[config.mk]
export PLATFORM = sky130hd
export DESIGN_NAME = elf_string_hash_bucket_top
export DESIGN_NICKNAME = d
export VERILOG_FILES = /design/src/rtl/ehb_pkg.sv /design/src/rtl/ehb_ctrl.sv /design/src/rtl/ehb_dpath.sv /design/src/rtl/elf_string_hash_bucket_top.sv
export SDC_FILE = /design/constraint.sdc
export NUM_CORES = 1
export LEC_CHECK = 0
export ABC_AREA = 1
export BUFFER_PORTS_ARGS = -buffer_cell sky130_fd_sc_hd__buf_2
export CORE_AREA = 5 5 155 157
export DETAILED_ROUTE_END_ITERATION = 8
export DIE_AREA = 0 0 160 162
export PLACE_DENSITY = 0.69
export SYNTH_ARGS = -nofsm -noshare
export SYNTH_HDL_FRONTEND = slang
export SYNTH_HIERARCHICAL = 1
export SYNTH_SLANG_ARGS = --single-unit
[constraint.sdc]
create_clock -name clk -period 14 [get_ports clk]
set_input_delay 2.8 -clock clk [delete_from_list [all_inputs] [get_ports clk]]
set_output_delay 2.8 -clock clk [all_outputs]
set_load 0.03 [all_outputs]
[src/rtl/ehb_pkg.sv]
// ----------------------------------------------------------------------------
// ehb_pkg
// Types, widths and the hash update shared by the bucket hash block.
// ----------------------------------------------------------------------------
package ehb_pkg;

	localparam int BYTE_W    = 8;
	localparam int HASH_W    = 28;
	localparam int SUM_W     = 32;
	localparam int TOP_W     = SUM_W - HASH_W;
	localparam int TS_W      = 16;
	localparam int RADIX_W   = 4;
	localparam int DIV_STEPS = HASH_W / RADIX_W;
	localparam int CNT_W     = $clog2(DIV_STEPS);

	localparam logic [TS_W-1:0]  TS_RESET  = 16'd1021;
	localparam logic [CNT_W-1:0] CNT_FINAL = CNT_W'(DIV_STEPS - 1);

	typedef enum logic [1:0] {
		ST_IDLE,
		ST_DIV,
		ST_FIN
	} state_t;

	typedef struct packed {
		logic absorb;
		logic div_step;
		logic load_out;
	} cmd_t;

	typedef struct packed {
		logic div_last;
	} sts_t;

	function automatic logic [HASH_W-1:0] hash_absorb(
		input logic [HASH_W-1:0] h,
		input logic [BYTE_W-1:0] b
	);
		logic [SUM_W-1:0]  sum;
		logic [TOP_W-1:0]  top;
		logic [HASH_W-1:0] res;
		sum = {h, {TOP_W{1'b0}}} + {{(SUM_W-BYTE_W){1'b0}}, b};
		top = sum[SUM_W-1:HASH_W];
		res = sum[HASH_W-1:0];
		res[2*TOP_W-1:TOP_W] = res[2*TOP_W-1:TOP_W] ^ top;
		return res;
	endfunction

endpackage

[src/rtl/ehb_ctrl.sv]
// ----------------------------------------------------------------------------
// ehb_ctrl
// Sequencer: byte intake, remainder iterations and result hand-off.
// ----------------------------------------------------------------------------
module ehb_ctrl
	import ehb_pkg::*;
(
	input  logic   clk,
	input  logic   arst_n,
	input  logic   in_valid,
	input  logic   is_last,
	output logic   in_stall,
	input  logic   out_stall,
	output logic   out_valid,
	output cmd_t   cmd,
	input  sts_t   sts,
	output state_t state
);

	state_t state_q;
	state_t state_nxt;
	logic   out_valid_q;
	logic   slot_free;

	always_ff @(posedge clk or negedge arst_n) begin
		if (!arst_n) begin
			state_q     <= ST_IDLE;
			out_valid_q <= 1'b0;
		end else begin
			state_q <= state_nxt;
			if (cmd.load_out)
				out_valid_q <= 1'b1;
			else if (!out_stall)
				out_valid_q <= 1'b0;
		end
	end

	assign slot_free = !out_valid_q || !out_stall;

	always_comb begin
		state_nxt    = state_q;
		cmd.absorb   = 1'b0;
		cmd.div_step = 1'b0;
		cmd.load_out = 1'b0;
		unique case (state_q)
			ST_IDLE: begin
				cmd.absorb = in_valid;
				if (in_valid && is_last)
					state_nxt = ST_DIV;
			end
			ST_DIV: begin
				cmd.div_step = 1'b1;
				if (sts.div_last)
					state_nxt = ST_FIN;
			end
			ST_FIN: begin
				if (slot_free) begin
					cmd.load_out = 1'b1;
					state_nxt    = ST_IDLE;
				end
			end
			default: state_nxt = ST_IDLE;
		endcase
	end

	assign in_stall  = (state_q != ST_IDLE);
	assign out_valid = out_valid_q;
	assign state     = state_q;

endmodule

[src/rtl/ehb_dpath.sv]
// ----------------------------------------------------------------------------
// ehb_dpath
// Running hash, table size register, radix-16 remainder unit, result register.
// ----------------------------------------------------------------------------
module ehb_dpath
	import ehb_pkg::*;
(
	input  logic              clk,
	input  logic              arst_n,
	input  cmd_t              cmd,
	output sts_t              sts,
	input  logic [BYTE_W-1:0] byte_value,
	input  logic              is_last,
	input  logic              cfg_wr,
	input  logic [TS_W-1:0]   cfg_data,
	output logic [HASH_W-1:0] raw_hash,
	output logic [TS_W-1:0]   bucket
);

	logic [HASH_W-1:0] hash_q;
	logic [HASH_W-1:0] hash_nxt;
	logic [TS_W-1:0]   table_size_q;
	logic [HASH_W-1:0] fin_hash_q;
	logic [HASH_W-1:0] dvd_q;
	logic [TS_W-1:0]   dvs_q;
	logic [TS_W-1:0]   rem_q;
	logic [TS_W-1:0]   rem_nxt;
	logic [CNT_W-1:0]  cnt_q;
	logic [HASH_W-1:0] raw_hash_q;
	logic [TS_W-1:0]   bucket_q;

	assign hash_nxt = hash_absorb(hash_q, byte_value);

	always_comb begin
		logic [TS_W:0]    t;
		logic [TS_W-1:0]  r;
		r = rem_q;
		for (int i = 0; i < RADIX_W; i++) begin
			t = {r, dvd_q[HASH_W-1-i]};
			if (t >= {1'b0, dvs_q})
				t = t - {1'b0, dvs_q};
			r = t[TS_W-1:0];
		end
		rem_nxt = r;
	end

	always_ff @(posedge clk or negedge arst_n) begin
		if (!arst_n) begin
			hash_q       <= '0;
			table_size_q <= TS_RESET;
			cnt_q        <= '0;
		end else begin
			if (cfg_wr)
				table_size_q <= cfg_data;
			if (cmd.absorb)
				hash_q <= is_last ? '0 : hash_nxt;
			if (cmd.absorb && is_last)
				cnt_q <= '0;
			else if (cmd.div_step)
				cnt_q <= cnt_q + CNT_W'(1);
		end
	end

	always_ff @(posedge clk) begin
		if (cmd.absorb && is_last) begin
			fin_hash_q <= hash_nxt;
			dvd_q      <= hash_nxt;
			dvs_q      <= table_size_q;
			rem_q      <= '0;
		end else if (cmd.div_step) begin
			dvd_q <= dvd_q << RADIX_W;
			rem_q <= rem_nxt;
		end
		if (cmd.load_out) begin
			raw_hash_q <= fin_hash_q;
			bucket_q   <= (dvs_q == '0) ? '0 : rem_q;
		end
	end

	assign sts.div_last = (cnt_q == CNT_FINAL);
	assign raw_hash     = raw_hash_q;
	assign bucket       = bucket_q;

endmodule

[src/rtl/elf_string_hash_bucket_top.sv]
// ----------------------------------------------------------------------------
// elf_string_hash_bucket_top
// ELF string hash with bucket selection by a configured table size.
// ----------------------------------------------------------------------------
// Key bytes arrive on the input channel (in_valid/in_stall, byte_value,
// is_last), one beat per byte. Each byte that is not the last is absorbed
// without stalling the input and gives no result. The beat flagged is_last
// finishes the hash, which then resets for the next string, and starts the
// remainder unit, which retires four dividend bits per cycle until all 28
// are done; the result register is loaded once the output slot is free.
// A result beat (raw_hash, bucket) then appears on out_valid; in_stall stays
// high from the final byte until the result register is loaded.
// The result register decouples the sides: bytes of the next string, its
// final byte included, are taken while a result is stalled; after that
// final byte in_stall holds until the held result leaves.
// The user writes table_size (cfg_valid/cfg_ready/cfg_data) while no string
// is in flight; the block does not enforce it. A size of zero gives bucket 0.
// Reset clears the running hash, drops any result and sets table_size to
// 1021.
// ----------------------------------------------------------------------------
module elf_string_hash_bucket_top
	import ehb_pkg::*;
(
	input  logic              clk,
	input  logic              arst_n,
	input  logic              in_valid,
	output logic              in_stall,
	input  logic [BYTE_W-1:0] byte_value,
	input  logic              is_last,
	output logic              out_valid,
	input  logic              out_stall,
	output logic [HASH_W-1:0] raw_hash,
	output logic [TS_W-1:0]   bucket,
	input  logic              cfg_valid,
	output logic              cfg_ready,
	input  logic [TS_W-1:0]   cfg_data
);

	cmd_t   cmd;
	sts_t   sts;
	state_t state;

	assign cfg_ready = 1'b1;

	ehb_ctrl u_ctrl (
		.clk       (clk),
		.arst_n    (arst_n),
		.in_valid  (in_valid),
		.is_last   (is_last),
		.in_stall  (in_stall),
		.out_stall (out_stall),
		.out_valid (out_valid),
		.cmd       (cmd),
		.sts       (sts),
		.state     (state)
	);

	ehb_dpath u_dpath (
		.clk        (clk),
		.arst_n     (arst_n),
		.cmd        (cmd),
		.sts        (sts),
		.byte_value (byte_value),
		.is_last    (is_last),
		.cfg_wr     (cfg_valid && cfg_ready),
		.cfg_data   (cfg_data),
		.raw_hash   (raw_hash),
		.bucket     (bucket)
	);

	a_last_busy: assert property (@(posedge clk) disable iff (!arst_n)
		in_valid && !in_stall && is_last |=> in_stall && state == ST_DIV)
		else $error("final byte did not start the remainder unit");

	a_byte_one_cycle: assert property (@(posedge clk) disable iff (!arst_n)
		in_valid && !in_stall && !is_last |=> !in_stall)
		else $error("ordinary byte stalled the input");

	a_load_free: assert property (@(posedge clk) disable iff (!arst_n)
		cmd.load_out |-> !out_valid || !out_stall)
		else $error("result overwrote a stalled beat");

	a_load_shows: assert property (@(posedge clk) disable iff (!arst_n)
		cmd.load_out |=> out_valid)
		else $error("loaded result not presented");

endmodule
# ---- Word level (Yosys, flattened, before mapping)
# Index checks and enable logic that the tools add are counted.
dict set report word_totals {
  regBits 182
  out_inout_bits 47
  word_cells 58
}
dict set report op_classes {
  n_bitwise 1
  n_eq_ne 7
  n_lt_le_gt_ge 4
  muxes 19
  n_addsub 6
  n_reduce_logical 10
}
# operator count
set ops {}
lappend ops {{$mux 28} 3}
lappend ops {{$ge 17x16->1} 4}
lappend ops {{$mux 16} 4}
lappend ops {{$sub 16x16->16} 4}
lappend ops {{$add 32x8->32} 1}
lappend ops {{$logic_not 16->1} 1}
lappend ops {{$mux 1} 6}
lappend ops {{$mux 2} 3}
lappend ops {{$mux 3} 2}
lappend ops {{$ne 2x1->1 const B} 3}
lappend ops {{$pmux 2 s3} 1}
lappend ops {{$reduce_bool 2->1} 2}
lappend ops {{$xor 4x4->4} 1}
lappend ops {{$add 3x1->3 const B} 1}
lappend ops {{$eq 3x3->1 const B} 1}
lappend ops {{$reduce_and 3->1} 1}
lappend ops {{$eq 2x1->1 const B} 1}
lappend ops {{$eq 2x2->1 const B} 1}
lappend ops {{$logic_and 1x1->1} 2}
lappend ops {{$logic_not 1->1} 2}
lappend ops {{$logic_not 2->1} 1}
lappend ops {{$ne 2x2->1 const B} 1}
lappend ops {{$logic_or 1x1->1} 1}

# ---- Depth between registers and ports, before layout
dict set report depth {
  ltp_word 8
  mapped_depth 55
  mapped_depth_nobuf 51
}

# ---- Modules after synthesis
# Netlist, hierarchy kept.
# mod cells_each seq_area_each_um2 n_inst area_each_um2
set by_module_without_submodules {}
lappend by_module_without_submodules {ehb_dpath 1239 4991.0 1 10844.2}
lappend by_module_without_submodules {ehb_ctrl 25 75.1 1 173.9}
lappend by_module_without_submodules {elf_string_hash_bucket_top 2 0.0 1 11.3}

# ---- Worst setup path before layout
# OpenSTA, ideal clock, no wires.
dict set report synth_timing {
  path_type {register to register}
  from {reg u_dpath.dvs_q[1]}
  to {reg u_dpath.rem_q[14]}
  setup_time_ns 0.116
  slack_ns 6.759
  arrival_ns 7.124
  n_path_buf 6
  path_stages_with_launch 54
  synth_period_minus_slack_ns 7.241
  cell_sequence {edfxtp_1 inv_1 ha_1 nand2_1 inv_1 nand3_1 nand3_1 nand2_1 nand2_2 nand2_2 nand2_2 buf_2 buf_6 nand2_1 o21ai_0 ha_1 a21oi_1 nand2_1 [... 18 more ...] nand2_2 buf_6 buf_6 o21ai_1 inv_1 ha_1 a21o_1 a31oi_1 o211ai_1 nand3_1 a21oi_1 nor3_1 nand2_1 nor2_4 buf_6 nand2_1 nand3_1 nand2_1}
}
dict set report synth_via {
  elab_chain_cells 8
}
# item line
set synth_rtl {}
lappend synth_rtl {{start: declaration} ehb_dpath.sv:25} ;# logic [TS_W-1:0] dvs_q;
lappend synth_rtl {{start signal: assignment} ehb_dpath.sv:68} ;# dvs_q <= table_size_q;
lappend synth_rtl {{$sub 16x16->16 or $ge 17x16->1 (tied branches)} {ehb_dpath.sv:41, ehb_dpath.sv:40}}
lappend synth_rtl {{$mux 16} ehb_dpath.sv:40} ;# if (t >= {1'b0, dvs_q})
lappend synth_rtl {{$sub 16x16->16 or $ge 17x16->1 (tied branches)} {ehb_dpath.sv:41, ehb_dpath.sv:40}}
lappend synth_rtl {{$mux 16} ehb_dpath.sv:40}
lappend synth_rtl {{$sub 16x16->16 or $ge 17x16->1 (tied branches)} {ehb_dpath.sv:41, ehb_dpath.sv:40}}
lappend synth_rtl {{$mux 16} ehb_dpath.sv:40}
lappend synth_rtl {{$sub 16x16->16 or $ge 17x16->1 (tied branches)} {ehb_dpath.sv:41, ehb_dpath.sv:40}}
lappend synth_rtl {{$mux 16 *} ehb_dpath.sv:40}
lappend synth_rtl {{end signal: assignment} ehb_dpath.sv:72} ;# rem_q <= rem_nxt;
lappend synth_rtl {{end: declaration} ehb_dpath.sv:26} ;# logic [TS_W-1:0] rem_q;
# Mark *: on every way between the ends. The rest lies on a longest branch, timed or not.
# A chain may end at the register's enable or synchronous reset.

# ---- Final worst setup path
dict set report layout_timing {
  from {reg u_dpath.dvs_q[1]}
  to {reg u_dpath.rem_q[12]}
}
# Same word-level chain as after synthesis.

==> metrics.txt <==
Final ANT Viol Nets=0; post-route cell area=12300 um^2; top_reg_cell synth=edfxtp_1; worst r2r path cells=46; Max Clk Rate=0.108 GHz; Clock Tree Root=clkbuf_16; synth top area cells=edfxtp_1 32%, nand2_1 11%, dfrtp_1 9.3%; gr ovfl total=0; worst r2r src=u_dpath/dvs_q[1]; outcome=complete, no violations; clock latency on the worst-skew pair=0.44 ns; final setup violation count=0; cell accounting for the most synthesized area=edfxtp_1; Fin. Hold Viols=0; dpl ws=5.06 ns; final net count=1447; Slew Viols, Final=0; hold buffers post-CTS=0; fraction of registers with async set/reset=0.275; GP Congestion=0.984; row count=55; CP startpoint=u_dpath/dvs_q[1]; Synthesis Warnings=6; Avg WL per Cell=17.4 um; Setup CP Type=reg -> reg; reg-to-reg critical path endpoint=u_dpath/rem_q[12]; relative slew slack=0.276; fillers=2022; fin util=0.548; Worst-path clk slew=0.07 ns; CTS max path bufs=2; final wirelength=28500 um; crit-path max FO=29; Critical Path End=u_dpath/rem_q[12]; synthesized area=11000 um^2; first-pass GRT wire length=45100 um; Synth Register Bits=182; syn_nets=1371; I/O pin total=77; startpoint types=register; fraction of layout cells with a size suffix above 1=0.135; vias per std cell=5.35; share of the yosys chip area belonging to registers=0.459; Total GRT Usage=0.222; required time of the critical path=14.32 ns; clock sink count=182; count of unique library cells instantiated by Yosys=53; RSZ-0062 raised after global routing=no; CTS tree=done; core area=22400 um^2; initial core utilization=0.493; Period minus WS final=9.25 ns; htree depth=4; WP data arrival=9.57 ns; die area=25900 um^2; DRC=0; max_cap viols=0; clock skew=0.0194 ns; Initial DRT Pass Iterations=5; via count=8776; Die X=160 um; diodes inserted=0; Num CTS Buffers=17; worst slew pin tran=1.08 ns; IO buf count=75; pin count of the biggest net entering global routing=55; final setup TNS=0 ns; DP Area=11700 um^2; initial antenna violation count=0; Synth top area share=0.316; Post-CTS Repair Setup Buffers=0; CP Capture Type=register; Synth-to-Final Area Change=11.1%; vias in the first global route=8358; HP Class=reg -> reg; Initial DRC Count=820; Mean Syn Cell Area=8.71 um^2; die height=162 um; HPWL Detailed=21500 um; Final Cycle Share=0.661; flop2flop setup slack=4.75 ns; cell count after synthesis=1266; Post-synth EDFFs=116; CTS resizes=0; hold_sp=u_dpath/fin_hash_q[15]; PnR worst setup slack=4.75 ns; most frequent CP cell=nand2_1; slowest stage delay, CP=0.52 ns; Crit-path slowest cell=edfxtp_1
==> through the flow <==
step,std cells,hold WS (ns)
2_1_floorplan,1266,0.400
3_5_place_dp,1608,0.405
3_3_place_gp,1608,0.401
6_report,1640,0.421
5_1_grt,1640,0.426
4_1_cts,1640,0.419
==> worst max-delay path: cells and delay by family (launching register included) <==
kind / cells / cell delay, ns
and+or+nand+nor: 24 / 3.45
AOI/OAI and AO/OA: 14 / 2.97
adders and majority gates: 4 / 1.40
buffers and inverters: 4 / 0.77
DFF: 1 / 0.52
==> cells in the mapped netlist, drive strengths merged, types with 2 or more instances <==
library cell	count
dfrtp	41
a31o	2
o211ai	3
o22ai	18
fa	5
buf	11
a31oi	4
xor2	53
a21boi	3
nand3	57
edfxtp	116
nand4	9
nor3	17
clkbuf	14
xnor2	26
dfxtp	16
nand3b	4
ha	70
o2111ai	3
inv	186
clkinv	2
dfstp	9
o21bai	2
o21ai	89
a21o	5
nand2	346
nor4	10
mux2	16
nor2	68
a21oi	53
==> metal layers <==
metal  vias up  wire length [um]  GRT usage
li1       4343                 -          -
met1      4038             13100      0.324
met2       361             12600      0.337
met3        34              2170     0.0416
met4         0               567     0.0727
met5         -                 0          0
==> cell type report <==
class	instances	area (um^2)	area share
inverters	188	706	0.0576
repair buffers	82	428	0.0349
multi-input cells	871	5120	0.418
flip-flops and latches	182	5070	0.413
clock buffers	18	429	0.0350
clock inverters	14	150	0.0123
well taps	285	357	0.0291
==> cell families (layout without fill, tap and decap cells) <==
kind of cell | count (synthesis) | in the layout | synth area share
buffers and inverters | 213 | 302 | 0.0776
other | 1 | 1 | 0.000340
and+or+nand+nor | 514 | 514 | 0.200
AOI/OAI and AO/OA | 186 | 186 | 0.0956
muxes | 16 | 16 | 0.0163
adders and majority gates | 75 | 75 | 0.0885
DFF | 182 | 182 | 0.459
xor gates and xnor gates | 79 | 79 | 0.0627
==> worst min-delay path by stage <==
stage	to	slack, ns	cells past startpoint
finish	u_dpath/raw_hash[15]	0.42	0
global route	u_dpath/raw_hash[15]	0.43	0
CTS	u_dpath/raw_hash[16]	0.42	0
detailed placement	u_dpath/raw_hash[2]	0.41	0
global placement	u_dpath/raw_hash[1]	0.40	0
floorplan	u_dpath/raw_hash[0]	0.40	0
==> layout by cell type, fill, tap and decap left out, types with 3 or more instances in the layout <==
cell,synthesis,layout
nor2_2,4,4
inv_2,9,10
a21o_1,5,5
nor4_1,10,10
nand3b_1,4,4
dfxtp_1,16,16
dfrtp_1,41,41
xor2_1,53,53
dfstp_2,9,9
inv_8,0,5
nor2_1,63,62
o2111ai_1,3,3
buf_2,3,75
o21ai_1,14,14
o211ai_1,3,3
o21ai_0,73,73
nand3_1,53,53
inv_1,177,176
xnor2_1,26,26
o22ai_1,18,18
buf_4,2,7
nand4_1,9,9
nand2_1,335,335
nand3_2,3,3
nor3_1,14,13
a21oi_2,3,3
fa_1,5,5
nand2_2,11,11
clkinv_4,0,3
mux2_2,16,16
ha_1,70,70
inv_6,0,4
a21oi_1,49,49
a31oi_1,4,4
a21boi_0,3,3
edfxtp_1,116,116
clkbuf_16,0,17
==> sequential cells by signal (all words and copies together), names as in the netlist <==
register	cells
u_dpath/bucket	16
u_dpath/table_size_q	16
u_dpath/raw_hash	28
u_dpath/fin_hash_q	28
u_dpath/dvs_q	16
u_dpath/cnt_q	3
u_ctrl/state	2
u_dpath/hash_q	28
u_ctrl/out_valid	1
u_dpath/rem_q	16
u_dpath/dvd_q	28
Power is left out: the tool's default activity adds up to more than one toggle a clock period on the data nets, which glitch-free logic cannot reach.
